<file path="config.mk">
export PLATFORM = sky130hd
export DESIGN_NAME = three_term_recurrence_checksum_flat
export DESIGN_NICKNAME = d
export VERILOG_FILES = /design/src/ttrc_pkg.sv /design/src/ttrc_if.sv /design/src/ttrc_step.sv /design/src/three_term_recurrence_checksum.sv /design/src/flat_wrapper.sv
export SDC_FILE = /design/constraint.sdc
export NUM_CORES = 1
export LEC_CHECK = 0
export BUFFER_PORTS_ARGS = -buffer_cell sky130_fd_sc_hd__buf_2
export CORE_UTILIZATION = 30
export CTS_BUF_LIST = sky130_fd_sc_hd__clkbuf_4 sky130_fd_sc_hd__clkbuf_8 sky130_fd_sc_hd__clkbuf_16
export CTS_CLUSTER_DIAMETER = 80
export DETAILED_ROUTE_END_ITERATION = 8
export GPL_TIMING_DRIVEN = 0
export SYNTH_ARGS = -nofsm -noshare
export SYNTH_HDL_FRONTEND = slang
export SYNTH_HIERARCHICAL = 1
export SYNTH_SLANG_ARGS = --single-unit
</file>
<file path="constraint.sdc">
create_clock -name clock -period 43.2 [get_ports clock]
set_input_delay 6.48 -clock clock [delete_from_list [all_inputs] [get_ports clock]]
set_output_delay 6.48 -clock clock [all_outputs]
set_load 0.01 [all_outputs]
</file>
<file path="src/ttrc_pkg.sv">
// ----------------------------------------------------------------------------
// ttrc_pkg: shared constants and an arithmetic helper
// Holds the recurrence constants and the modulo 65535 fold used by the
// three-term recurrence checksum.
// ----------------------------------------------------------------------------
package ttrc_pkg;

   localparam int unsigned BYTE_W = 8;
   localparam int unsigned TERM_W = 16;

   localparam logic [TERM_W-1:0] FIRST_OFFSET = 16'd7;
   localparam logic [TERM_W-1:0] PREV_INIT    = 16'd1;
   localparam logic [TERM_W-1:0] CUR_INIT     = 16'd1;
   localparam logic [BYTE_W-1:0] ALPHA_STEP   = 8'd17;
   localparam logic [BYTE_W-1:0] BETA_STEP    = 8'd31;
   localparam logic [16:0]       TERM_MOD     = 17'd65535;

   // Reduces a 25-bit value modulo 65535 using 2^16 = 1 (mod 65535).
   function automatic logic [TERM_W-1:0] fold_mod(input logic [24:0] x);
      logic [16:0] s;
      logic [16:0] t;
      s = {8'd0, x[24:16]} + {1'b0, x[15:0]};
      t = s - TERM_MOD;
      if (s >= TERM_MOD) begin
         return t[TERM_W-1:0];
      end
      return s[TERM_W-1:0];
   endfunction

endpackage

</file>
<file path="src/ttrc_if.sv">
// ----------------------------------------------------------------------------
// ttrc_if: request and response channels
// Valid/ready channels for byte beats in and checksum beats out.
// ----------------------------------------------------------------------------
interface ttrc_req_if;
   logic       valid;
   logic       ready;
   logic [7:0] data_byte;
   logic       last_item;

   modport source (output valid, output data_byte, output last_item, input ready);
   modport sink   (input valid, input data_byte, input last_item, output ready);
endinterface

interface ttrc_rsp_if;
   logic        valid;
   logic        ready;
   logic [15:0] checksum;

   modport source (output valid, output checksum, input ready);
   modport sink   (input valid, input checksum, output ready);
endinterface

</file>
<file path="src/ttrc_step.sv">
// ----------------------------------------------------------------------------
// ttrc_step: one recurrence step
// Computes (byte + 17i mod 256) * cur - (31i mod 256) * prev with 64-bit
// wrap semantics, reduced modulo 65535.
// ----------------------------------------------------------------------------
module ttrc_step (
   input  logic [7:0]  data_byte,
   input  logic [7:0]  position,
   input  logic [15:0] cur_term,
   input  logic [15:0] prev_term,
   output logic [15:0] next_term
);

   logic [7:0]  alpha;
   logic [7:0]  beta;
   logic [8:0]  coef;
   logic [24:0] prod_cur;
   logic [24:0] prod_prev;
   logic [24:0] diff_pos;
   logic [24:0] diff_neg;
   logic [15:0] red_pos;
   logic [15:0] red_neg;
   logic [16:0] wrap_neg;

   always_comb begin
      alpha     = 8'(position * ttrc_pkg::ALPHA_STEP);
      beta      = 8'(position * ttrc_pkg::BETA_STEP);
      coef      = {1'b0, data_byte} + {1'b0, alpha};
      prod_cur  = {16'd0, coef} * {9'd0, cur_term};
      prod_prev = {17'd0, beta} * {9'd0, prev_term};
      diff_pos  = prod_cur - prod_prev;
      diff_neg  = prod_prev - prod_cur;
      red_pos   = ttrc_pkg::fold_mod(diff_pos);
      red_neg   = ttrc_pkg::fold_mod(diff_neg);
      // A negative difference wraps modulo 2^64, which is 1 modulo 65535.
      if (red_neg <= 16'd1) begin
         wrap_neg = 17'd1 - {1'b0, red_neg};
      end else begin
         wrap_neg = 17'h10000 - {1'b0, red_neg};
      end
      if (prod_cur >= prod_prev) begin
         next_term = red_pos;
      end else begin
         next_term = wrap_neg[15:0];
      end
   end

endmodule

</file>
<file path="src/three_term_recurrence_checksum.sv">
// ----------------------------------------------------------------------------
// three_term_recurrence_checksum: byte-stream recurrence checksum
// Consumes one message byte per beat and returns a 16-bit checksum beat
// after the byte that carries the last mark.
// ----------------------------------------------------------------------------
// The req channel carries one message byte per beat, with last_item set on
// the final byte of a message. The rsp channel carries one checksum beat per
// message, produced by the beat that had last_item set; other bytes give no
// response.
// Each accepted byte is held in the input register, then folded into the
// recurrence state and, for a last byte, written to the response register,
// from which its checksum is driven on rsp. One byte is taken every cycle
// unless a last byte waits on a stalled response; the loop from the current
// term through the two multipliers and the modulo fold back into the term
// register sets the clock period.
// Reset is synchronous and active high: it empties both registers and
// returns the state to the start of a message.
// When the rsp side stalls with a checksum waiting, non-last bytes still flow;
// a further last byte waits in the input register and req.ready drops until
// the response beat is taken.
// ----------------------------------------------------------------------------
module three_term_recurrence_checksum (
   input  logic      clock,
   input  logic      reset,
   ttrc_req_if.sink   req_chan,
   ttrc_rsp_if.source rsp_chan
);

   logic        in_valid_ff, in_valid_in;
   logic [7:0]  in_byte_ff, in_byte_in;
   logic        in_last_ff, in_last_in;

   logic        in_message_ff, in_message_in;
   logic [7:0]  position_ff, position_in;
   logic [15:0] prev_ff, prev_in;
   logic [15:0] cur_ff, cur_in;

   logic        rsp_valid_ff, rsp_valid_in;
   logic [15:0] rsp_sum_ff, rsp_sum_in;

   logic        out_free;
   logic        advance;
   logic        req_take;
   logic [15:0] step_term;
   logic [15:0] new_cur;

   ttrc_step u_step (
      .data_byte (in_byte_ff),
      .position  (position_ff),
      .cur_term  (cur_ff),
      .prev_term (prev_ff),
      .next_term (step_term)
   );

   always_comb begin
      out_free  = !rsp_valid_ff || rsp_chan.ready;
      advance   = in_valid_ff && (!in_last_ff || out_free);
      req_chan.ready = !in_valid_ff || advance;
      req_take  = req_chan.valid && req_chan.ready;

      in_valid_in = in_valid_ff;
      in_byte_in  = in_byte_ff;
      in_last_in  = in_last_ff;
      if (advance) begin
         in_valid_in = 1'b0;
      end
      if (req_take) begin
         in_valid_in = 1'b1;
         in_byte_in  = req_chan.data_byte;
         in_last_in  = req_chan.last_item;
      end

      if (in_message_ff) begin
         new_cur = step_term;
      end else begin
         new_cur = {8'd0, in_byte_ff} + ttrc_pkg::FIRST_OFFSET;
      end

      in_message_in = in_message_ff;
      position_in   = position_ff;
      prev_in       = prev_ff;
      cur_in        = cur_ff;
      if (advance) begin
         if (in_last_ff) begin
            in_message_in = 1'b0;
            position_in   = 8'd0;
            prev_in       = ttrc_pkg::PREV_INIT;
            cur_in        = ttrc_pkg::CUR_INIT;
         end else if (in_message_ff) begin
            position_in = position_ff + 8'd1;
            prev_in     = cur_ff;
            cur_in      = new_cur;
         end else begin
            in_message_in = 1'b1;
            position_in   = 8'd1;
            prev_in       = ttrc_pkg::PREV_INIT;
            cur_in        = new_cur;
         end
      end

      rsp_valid_in = rsp_valid_ff;
      rsp_sum_in   = rsp_sum_ff;
      if (rsp_chan.ready) begin
         rsp_valid_in = 1'b0;
      end
      if (advance && in_last_ff) begin
         rsp_valid_in = 1'b1;
         rsp_sum_in   = new_cur;
      end

      rsp_chan.valid    = rsp_valid_ff;
      rsp_chan.checksum = rsp_sum_ff;
   end

   always_ff @(posedge clock) begin
      if (reset) begin
         in_valid_ff   <= 1'b0;
         in_message_ff <= 1'b0;
         position_ff   <= 8'd0;
         prev_ff       <= ttrc_pkg::PREV_INIT;
         cur_ff        <= ttrc_pkg::CUR_INIT;
         rsp_valid_ff  <= 1'b0;
      end else begin
         in_valid_ff   <= in_valid_in;
         in_message_ff <= in_message_in;
         position_ff   <= position_in;
         prev_ff       <= prev_in;
         cur_ff        <= cur_in;
         rsp_valid_ff  <= rsp_valid_in;
      end
   end

   always_ff @(posedge clock) begin
      in_byte_ff <= in_byte_in;
      in_last_ff <= in_last_in;
      rsp_sum_ff <= rsp_sum_in;
   end

endmodule

</file>
<file path="src/flat_wrapper.sv">
// flat-port wrapper written by rule: the top's interface ports become plain ports
module three_term_recurrence_checksum_flat 
  (clock, reset, req_chan_valid, req_chan_data_byte, req_chan_last_item, req_chan_ready, rsp_chan_valid, rsp_chan_checksum, rsp_chan_ready);
  ttrc_req_if req_chan_i ();
  ttrc_rsp_if rsp_chan_i ();
  input  logic clock;
  input  logic reset;
  input wire logic [$bits(req_chan_i.valid)-1:0] req_chan_valid;
  input wire logic [$bits(req_chan_i.data_byte)-1:0] req_chan_data_byte;
  input wire logic [$bits(req_chan_i.last_item)-1:0] req_chan_last_item;
  output wire logic [$bits(req_chan_i.ready)-1:0] req_chan_ready;
  output wire logic [$bits(rsp_chan_i.valid)-1:0] rsp_chan_valid;
  output wire logic [$bits(rsp_chan_i.checksum)-1:0] rsp_chan_checksum;
  input wire logic [$bits(rsp_chan_i.ready)-1:0] rsp_chan_ready;
  assign req_chan_i.valid = req_chan_valid;
  assign req_chan_i.data_byte = req_chan_data_byte;
  assign req_chan_i.last_item = req_chan_last_item;
  assign req_chan_ready = req_chan_i.ready;
  assign rsp_chan_valid = rsp_chan_i.valid;
  assign rsp_chan_checksum = rsp_chan_i.checksum;
  assign rsp_chan_i.ready = rsp_chan_ready;
  three_term_recurrence_checksum u_core (.clock(clock), .reset(reset), .req_chan(req_chan_i), .rsp_chan(rsp_chan_i));
endmodule
</file>
Word level (Yosys, flattened, before mapping)
Cells that the tools add are included.
Storage, ports and cells
  output and inout bits: 18
  flip-flop bits (word level): 68
Operators by class
  multiply operators: 4
  multiplexer cells: 19
  add/sub/neg operators: 11
  reductions and logical operators: 11
  $lt $le $gt $ge: 4
Operators by type and width (number)
  two-way mux 16 bit: 10
  adder 9 x 16 -> 17 bit: 2
  greater-or-equal comparator 17 x 16 -> 1 bit (second input constant): 2
  subtractor 1 x 16 -> 16 bit (first input constant): 2
  subtractor 16 bit (second input constant): 2
  greater-or-equal comparator 25 x 24 -> 1 bit: 1
  multiplier 9 x 16 -> 25 bit: 1
  subtractor 24 x 25 -> 25 bit: 1
  subtractor 25 x 24 -> 25 bit: 1
  multiplier 8 x 16 -> 24 bit: 1
  less-or-equal comparator 16 x 1 -> 1 bit (second input constant): 1
  multiplier 8 x 5 -> 8 bit (second input constant): 2
  two-way mux 8 bit: 2
  adder 8 x 3 -> 9 bit (second input constant): 1
  adder 8 x 8 -> 9 bit: 1
  adder 8 x 1 -> 8 bit (second input constant): 1
  two-way mux 1 bit: 7
  nonzero test 2 bit: 2
  logical AND 1 bit: 3
  zero test 1 bit: 3
  logical OR 1 bit: 3

Depth between registers and ports, before layout
  depth in word-level cells: 13
  mapped depth: 71

By module
Netlist, hierarchy kept.
By module, submodules not included
  ttrc_step: instances 1, area each 14406.3 um^2, seq. area each 0.0 um^2, cells each 1850
  three_term_recurrence_checksum: instances 1, area each 2715.1 um^2, seq. area each 1611.5 um^2, cells each 261

Worst setup path before layout
Ideal clock, no wire load.
  path kind: register -> register
  start: reg u_core.position_ff[1]
  end: reg u_core.rsp_sum_ff[4], in the netlist u_core/rsp_chan.checksum[4], data pin
  path buffers: 3
  arrival time: 13.333 ns
  path slack: 29.606 ns
  setup time: 0.260 ns
  cell stages (with the launch flop): 67
  cells stage by stage: dfxtp_1 > inv_1 > fa_1 > inv_1 > fa_1 > inv_1 > fa_1 > inv_1 > ha_1 > inv_1 > o21bai_1 > a21oi_1 > xnor2_1 > clkbuf_1 > nand2_1 > fa_1 > fa_1 > fa_1 > [... 31 more ...] > and4_1 > or2_2 > a221oi_2 > o21ai_1 > nand2_1 > xor2_1 > ha_1 > o21ai_0 > a221oi_1 > nand2b_1 > nor3_1 > o211a_1 > buf_4 > mux2i_1 > mux2i_1 > o22ai_1 > nor2b_1 > nor2_1
Between the ends
  word-level cells in the longest chain between the ends: 12
Ends and longest elaborated chain
  from (decl): RTL line three_term_recurrence_checksum.sv:34  | logic [7:0] position_ff, position_in;
  from (signal assigned): RTL line three_term_recurrence_checksum.sv:126  | position_ff <= position_in;
  multiplier 8 x 5 -> 8 bit: RTL line ttrc_step.sv:26  | alpha = 8'(position * ttrc_pkg::ALPHA_STEP);
  adder 8 x 8 -> 9 bit: RTL line ttrc_step.sv:28  | coef = {1'b0, data_byte} + {1'b0, alpha};
  multiplier 9 x 16 -> 25 bit: RTL line ttrc_step.sv:29  | prod_cur = {16'd0, coef} * {9'd0, cur_term};
  subtractor 24 x 25 -> 25 bit: RTL line ttrc_step.sv:32  | diff_neg = prod_prev - prod_cur;
  adder 9 x 16 -> 17 bit: RTL line ttrc_pkg.sv:22  | s = {8'd0, x[24:16]} + {1'b0, x[15:0]};
  subtractor 16 bit or greater-or-equal comparator 17 x 16 -> 1 bit (tied branches): RTL line ttrc_pkg.sv:23, ttrc_pkg.sv:24
  two-way mux 16 bit or two-way mux 1 bit (tied branches): RTL line ttrc_pkg.sv:24  | if (s >= TERM_MOD) begin
  two-way mux 16 bit: RTL line ttrc_pkg.sv:27  | return s[TERM_W-1:0];
  subtractor 1 x 16 -> 16 bit (tied with other cells): RTL line ttrc_step.sv:39  | wrap_neg = 17'h10000 - {1'b0, red_neg};
  two-way mux 16 bit: RTL line ttrc_step.sv:36  | if (red_neg <= 16'd1) begin
  two-way mux 16 bit *: RTL line ttrc_step.sv:41  | if (prod_cur >= prod_prev) begin
  named net u_core.step_term[4]: RTL line three_term_recurrence_checksum.sv:44  | logic [15:0] step_term;
  two-way mux 16 bit *: RTL line three_term_recurrence_checksum.sv:73  | if (in_message_ff) begin
  named net u_core.new_cur[4]: RTL line three_term_recurrence_checksum.sv:45  | logic [15:0] new_cur;
  to (signal assigned): RTL line three_term_recurrence_checksum.sv:136  | rsp_sum_ff <= rsp_sum_in;
  to (decl): RTL line three_term_recurrence_checksum.sv:39  | logic [15:0] rsp_sum_ff, rsp_sum_in;
The timed path passes the listed nets; every way through them passes the cells marked *. The select of a mux whose other input is x is not followed.
A chain may end at the register's enable or synchronous reset.

Final worst setup path
  start: reg u_core.position_ff[0]
  end: reg u_core.cur_ff[9]
Between the ends
  word-level cells in the longest chain between the ends: 13
Ends and longest elaborated chain
  multiplier 8 x 5 -> 8 bit: RTL line ttrc_step.sv:26
  adder 8 x 8 -> 9 bit: RTL line ttrc_step.sv:28
  multiplier 9 x 16 -> 25 bit: RTL line ttrc_step.sv:29
  subtractor 24 x 25 -> 25 bit: RTL line ttrc_step.sv:32
  adder 9 x 16 -> 17 bit: RTL line ttrc_pkg.sv:22
  subtractor 16 bit or greater-or-equal comparator 17 x 16 -> 1 bit (tied branches): RTL line ttrc_pkg.sv:23, ttrc_pkg.sv:24
  two-way mux 16 bit or two-way mux 1 bit (tied branches): RTL line ttrc_pkg.sv:24
  two-way mux 16 bit: RTL line ttrc_pkg.sv:27
  subtractor 1 x 16 -> 16 bit (tied with other cells): RTL line ttrc_step.sv:39
  two-way mux 16 bit: RTL line ttrc_step.sv:36
  two-way mux 16 bit *: RTL line ttrc_step.sv:41
  named net u_core.step_term[9]: RTL line three_term_recurrence_checksum.sv:44
  two-way mux 16 bit *: RTL line three_term_recurrence_checksum.sv:73
  named net u_core.new_cur[9]: RTL line three_term_recurrence_checksum.sv:45
  two-way mux 16 bit *: RTL line three_term_recurrence_checksum.sv:84  | if (in_last_ff) begin
  to (signal assigned): RTL line three_term_recurrence_checksum.sv:121  | cur_ff <= ttrc_pkg::CUR_INIT;
  to (signal assigned): RTL line three_term_recurrence_checksum.sv:128  | cur_ff <= cur_in;
  to (decl): RTL line three_term_recurrence_checksum.sv:36  | logic [15:0] cur_ff, cur_in;
Marks and branches as above.

==> metrics.cfg <==
[status]
status = complete, no violations

[timing]
worstMarginPinSlew_ps = 1045
fin_crit_sh_pct = 40.79
setup_ws_ps = 25580
setup_viol = 0
tns_ps = 0
fin_skew_ps = 5.113
drv_slew = 0
hold-worst-slack_ps = 485.6
period_minus_slack_ps = 17620
rsz0062_at_grt = false
max_freq_ghz = 0.05675
slew_headroom_pct = 30.11
hold_viol_final = 0

[layout]
diodes = 0
drive_gt1_share_pct = 4.080
fillers = 6005
fin_cells = 2913
final_nets = 2544
syn_to_final_growth_pct = 8.141

[placement]
dpl.hpwl_mm = 42.53
port_buffers = 30
routabilityCongestion = 0.9534
pre_cts_ws_ps = 25940
dp.cells = 2897

[synthesis]
synth_area_per_cell_sq_um = 8.111
yosysTopAreaCell = fa_1
ys_types = 82
ys.flop_type = dfxtp_1
ys_warn_count = 6
async_flop_share_pct = 0
synth_area_sq_um = 17120
synth_cells = 2111
synth_enable_flop_cells = 25
synth_top_cell_area_share_pct = 23.27
ys_ff_latch = 68
yosys-top-cells-area = fa_1 23%, ha_1 13%, inv_1 6.7%, and2_1 5.7%, dfxtp_1 5.0%
yosysSeqAreaShare_pct = 9.412
synth_nets = 2503

[clocking]
hold_buffers = 0
cts_buffer_depth = 2
clock_sinks = 68
cts_resized = 0
h-tree-depth = 3
root_buffer = clkbuf_16
clkTransAtPathRegs_ps = 60
clk_latency_ps = 330
cts_buffers = 9
cts_tree = yes
cts_setup_buffers = 0

[die]
die_w_microns = 240.9
die_area_sq_um = 58030
die_h_microns = 240.9
start_util_pct = 30.36
core_area_sq_um = 56390
ios = 31
placementRows = 87

[worst_setup_path]
arrival_ps = 17880
crit_required_ps = 43460
worstPathMaxFanout = 15
slowest_delay_ps = 820
worst_r2r_startpoint = u_core/position_ff[0]
critPathLaunch = u_core/position_ff[0]
end_kind = flop
r2r_slack_ps = 25580
start_kind = flop
crit_type = reg -> reg
slowest_stage = dfxtp_1

[global_routing]
grt_max_degree = 18
antenna_found_initial = 0
grt_pass1_vias = 14719
grt_first_pass_wirelength_mm = 81.36
grt_remaining_overflow = 0
grtUsageTotal_pct = 17.65

[route]
first_iter_violations = 965
wl_per_cell_microns = 17.45
drcViolationCount = 0
wl_mm = 50.83
via_per_inst = 5.130
drt_first_pass_iters = 5
ant_nets = 0
dr_total_vias = 14945

[hold_path]
hold_start = u_core/cur_ff[14]
hold_class = reg -> reg

[run]
maxCapViolCount = 0

state kept, by name (all words and copies together), names as in the netlist, 8 cells and up:
signal / count
u_core/cur_ff: 16
u_core/prev_ff: 16
u_core/rsp_chan.checksum: 16
u_core/in_byte_ff: 8
u_core/position_ff: 8
cell families (layout without fill, tap and decap cells):
kind of cell               count (synthesis)  in the layout  synth area share (%)
AOI/OAI and AO/OA                        434            434                 16.62
xor gates and xnor gates                 160            160                 8.272
adders and majority gates                379            379                 36.42
buffers and inverters                    382            428                 8.660
DFF                                       68             68                 9.412
muxes                                     12             12                0.7454
and+or+nand+nor                          676            676                 19.87
layer usage:
metal  GRT usage [%]  wire (microns)
met4           5.006            1440
met1           24.39           23100
met5               0               0
met2           29.30           23860
met3           1.464            2431
cells in the mapped netlist, types with 11 or more instances:
| cell | number |
|---|---|
| nor3_1 | 46 |
| clkbuf_1 | 46 |
| xnor2_1 | 97 |
| a31oi_1 | 19 |
| nand2b_1 | 18 |
| a21oi_1 | 129 |
| o211ai_1 | 13 |
| buf_1 | 13 |
| xor2_1 | 61 |
| a21o_1 | 47 |
| edfxtp_1 | 25 |
| nor2b_1 | 16 |
| or3_1 | 16 |
| o21bai_1 | 29 |
| and2_1 | 157 |
| o21a_1 | 18 |
| ha_1 | 180 |
| dfxtp_1 | 43 |
| fa_1 | 199 |
| and3_1 | 11 |
| nand2_1 | 215 |
| buf_2 | 12 |
| o22ai_1 | 18 |
| nand3_1 | 40 |
| a22oi_1 | 22 |
| inv_1 | 304 |
| o21ai_0 | 63 |
| nor2_1 | 107 |
cell usage in the layout, fill, tap and decap left out, types with 22 or more instances in the layout:
cell type / count
a21o_1: 47
a21oi_1: 129
a22oi_1: 22
and2_1: 157
buf_2: 42
clkbuf_1: 46
dfxtp_1: 43
edfxtp_1: 25
fa_1: 199
ha_1: 180
inv_1: 304
nand2_1: 215
nand3_1: 40
nor2_1: 106
nor3_1: 46
o21ai_0: 63
o21bai_1: 29
xnor2_1: 97
xor2_1: 61
metrics by stage:
step	area [sq um]	utilization [%]
2_1_floorplan	17120	-
5_1_grt	18520	32.84
3_5_place_dp	18220	32.31
3_3_place_gp	18220	32.31
6_report	18520	32.84
4_1_cts	18510	32.83
worst paths after layout:
path                            end  cells past startpoint
setup / recovery   u_core/cur_ff[9]                     59
hold / removal    u_core/cur_ff[14]                      2
setup reg to reg   u_core/cur_ff[9]                     59
hold reg to reg   u_core/cur_ff[14]                      2
area by class of cell:
class	instances	area, sq um	share of cell area, %
Clock buffer	10	250.2	1.352
Clock inverter	6	45.04	0.2433
Sequential cell	68	1612	8.704
Tap cell	756	945.9	5.109
Inverter	305	1145	6.183
Buffer	77	337.8	1.825
Timing Repair Buffer	30	150.1	0.8109
Multi-Input combinational cell	1661	14030	75.77
critical path, delay by kind of cell, from the launching register on:
family,cells,cell delay (ps)
adder cells (fa/ha/maj),13,5670
AO/OA/AOI/OAI,21,3970
AND/OR/NAND/NOR,13,3000
XOR/XNOR,5,2210
buffers and inverters,6,1290
flip-flops,1,820
multiplexers,1,540
Power is left out: the tool's default activity adds up to more than one toggle a clock period on the data nets, which glitch-free logic cannot reach.
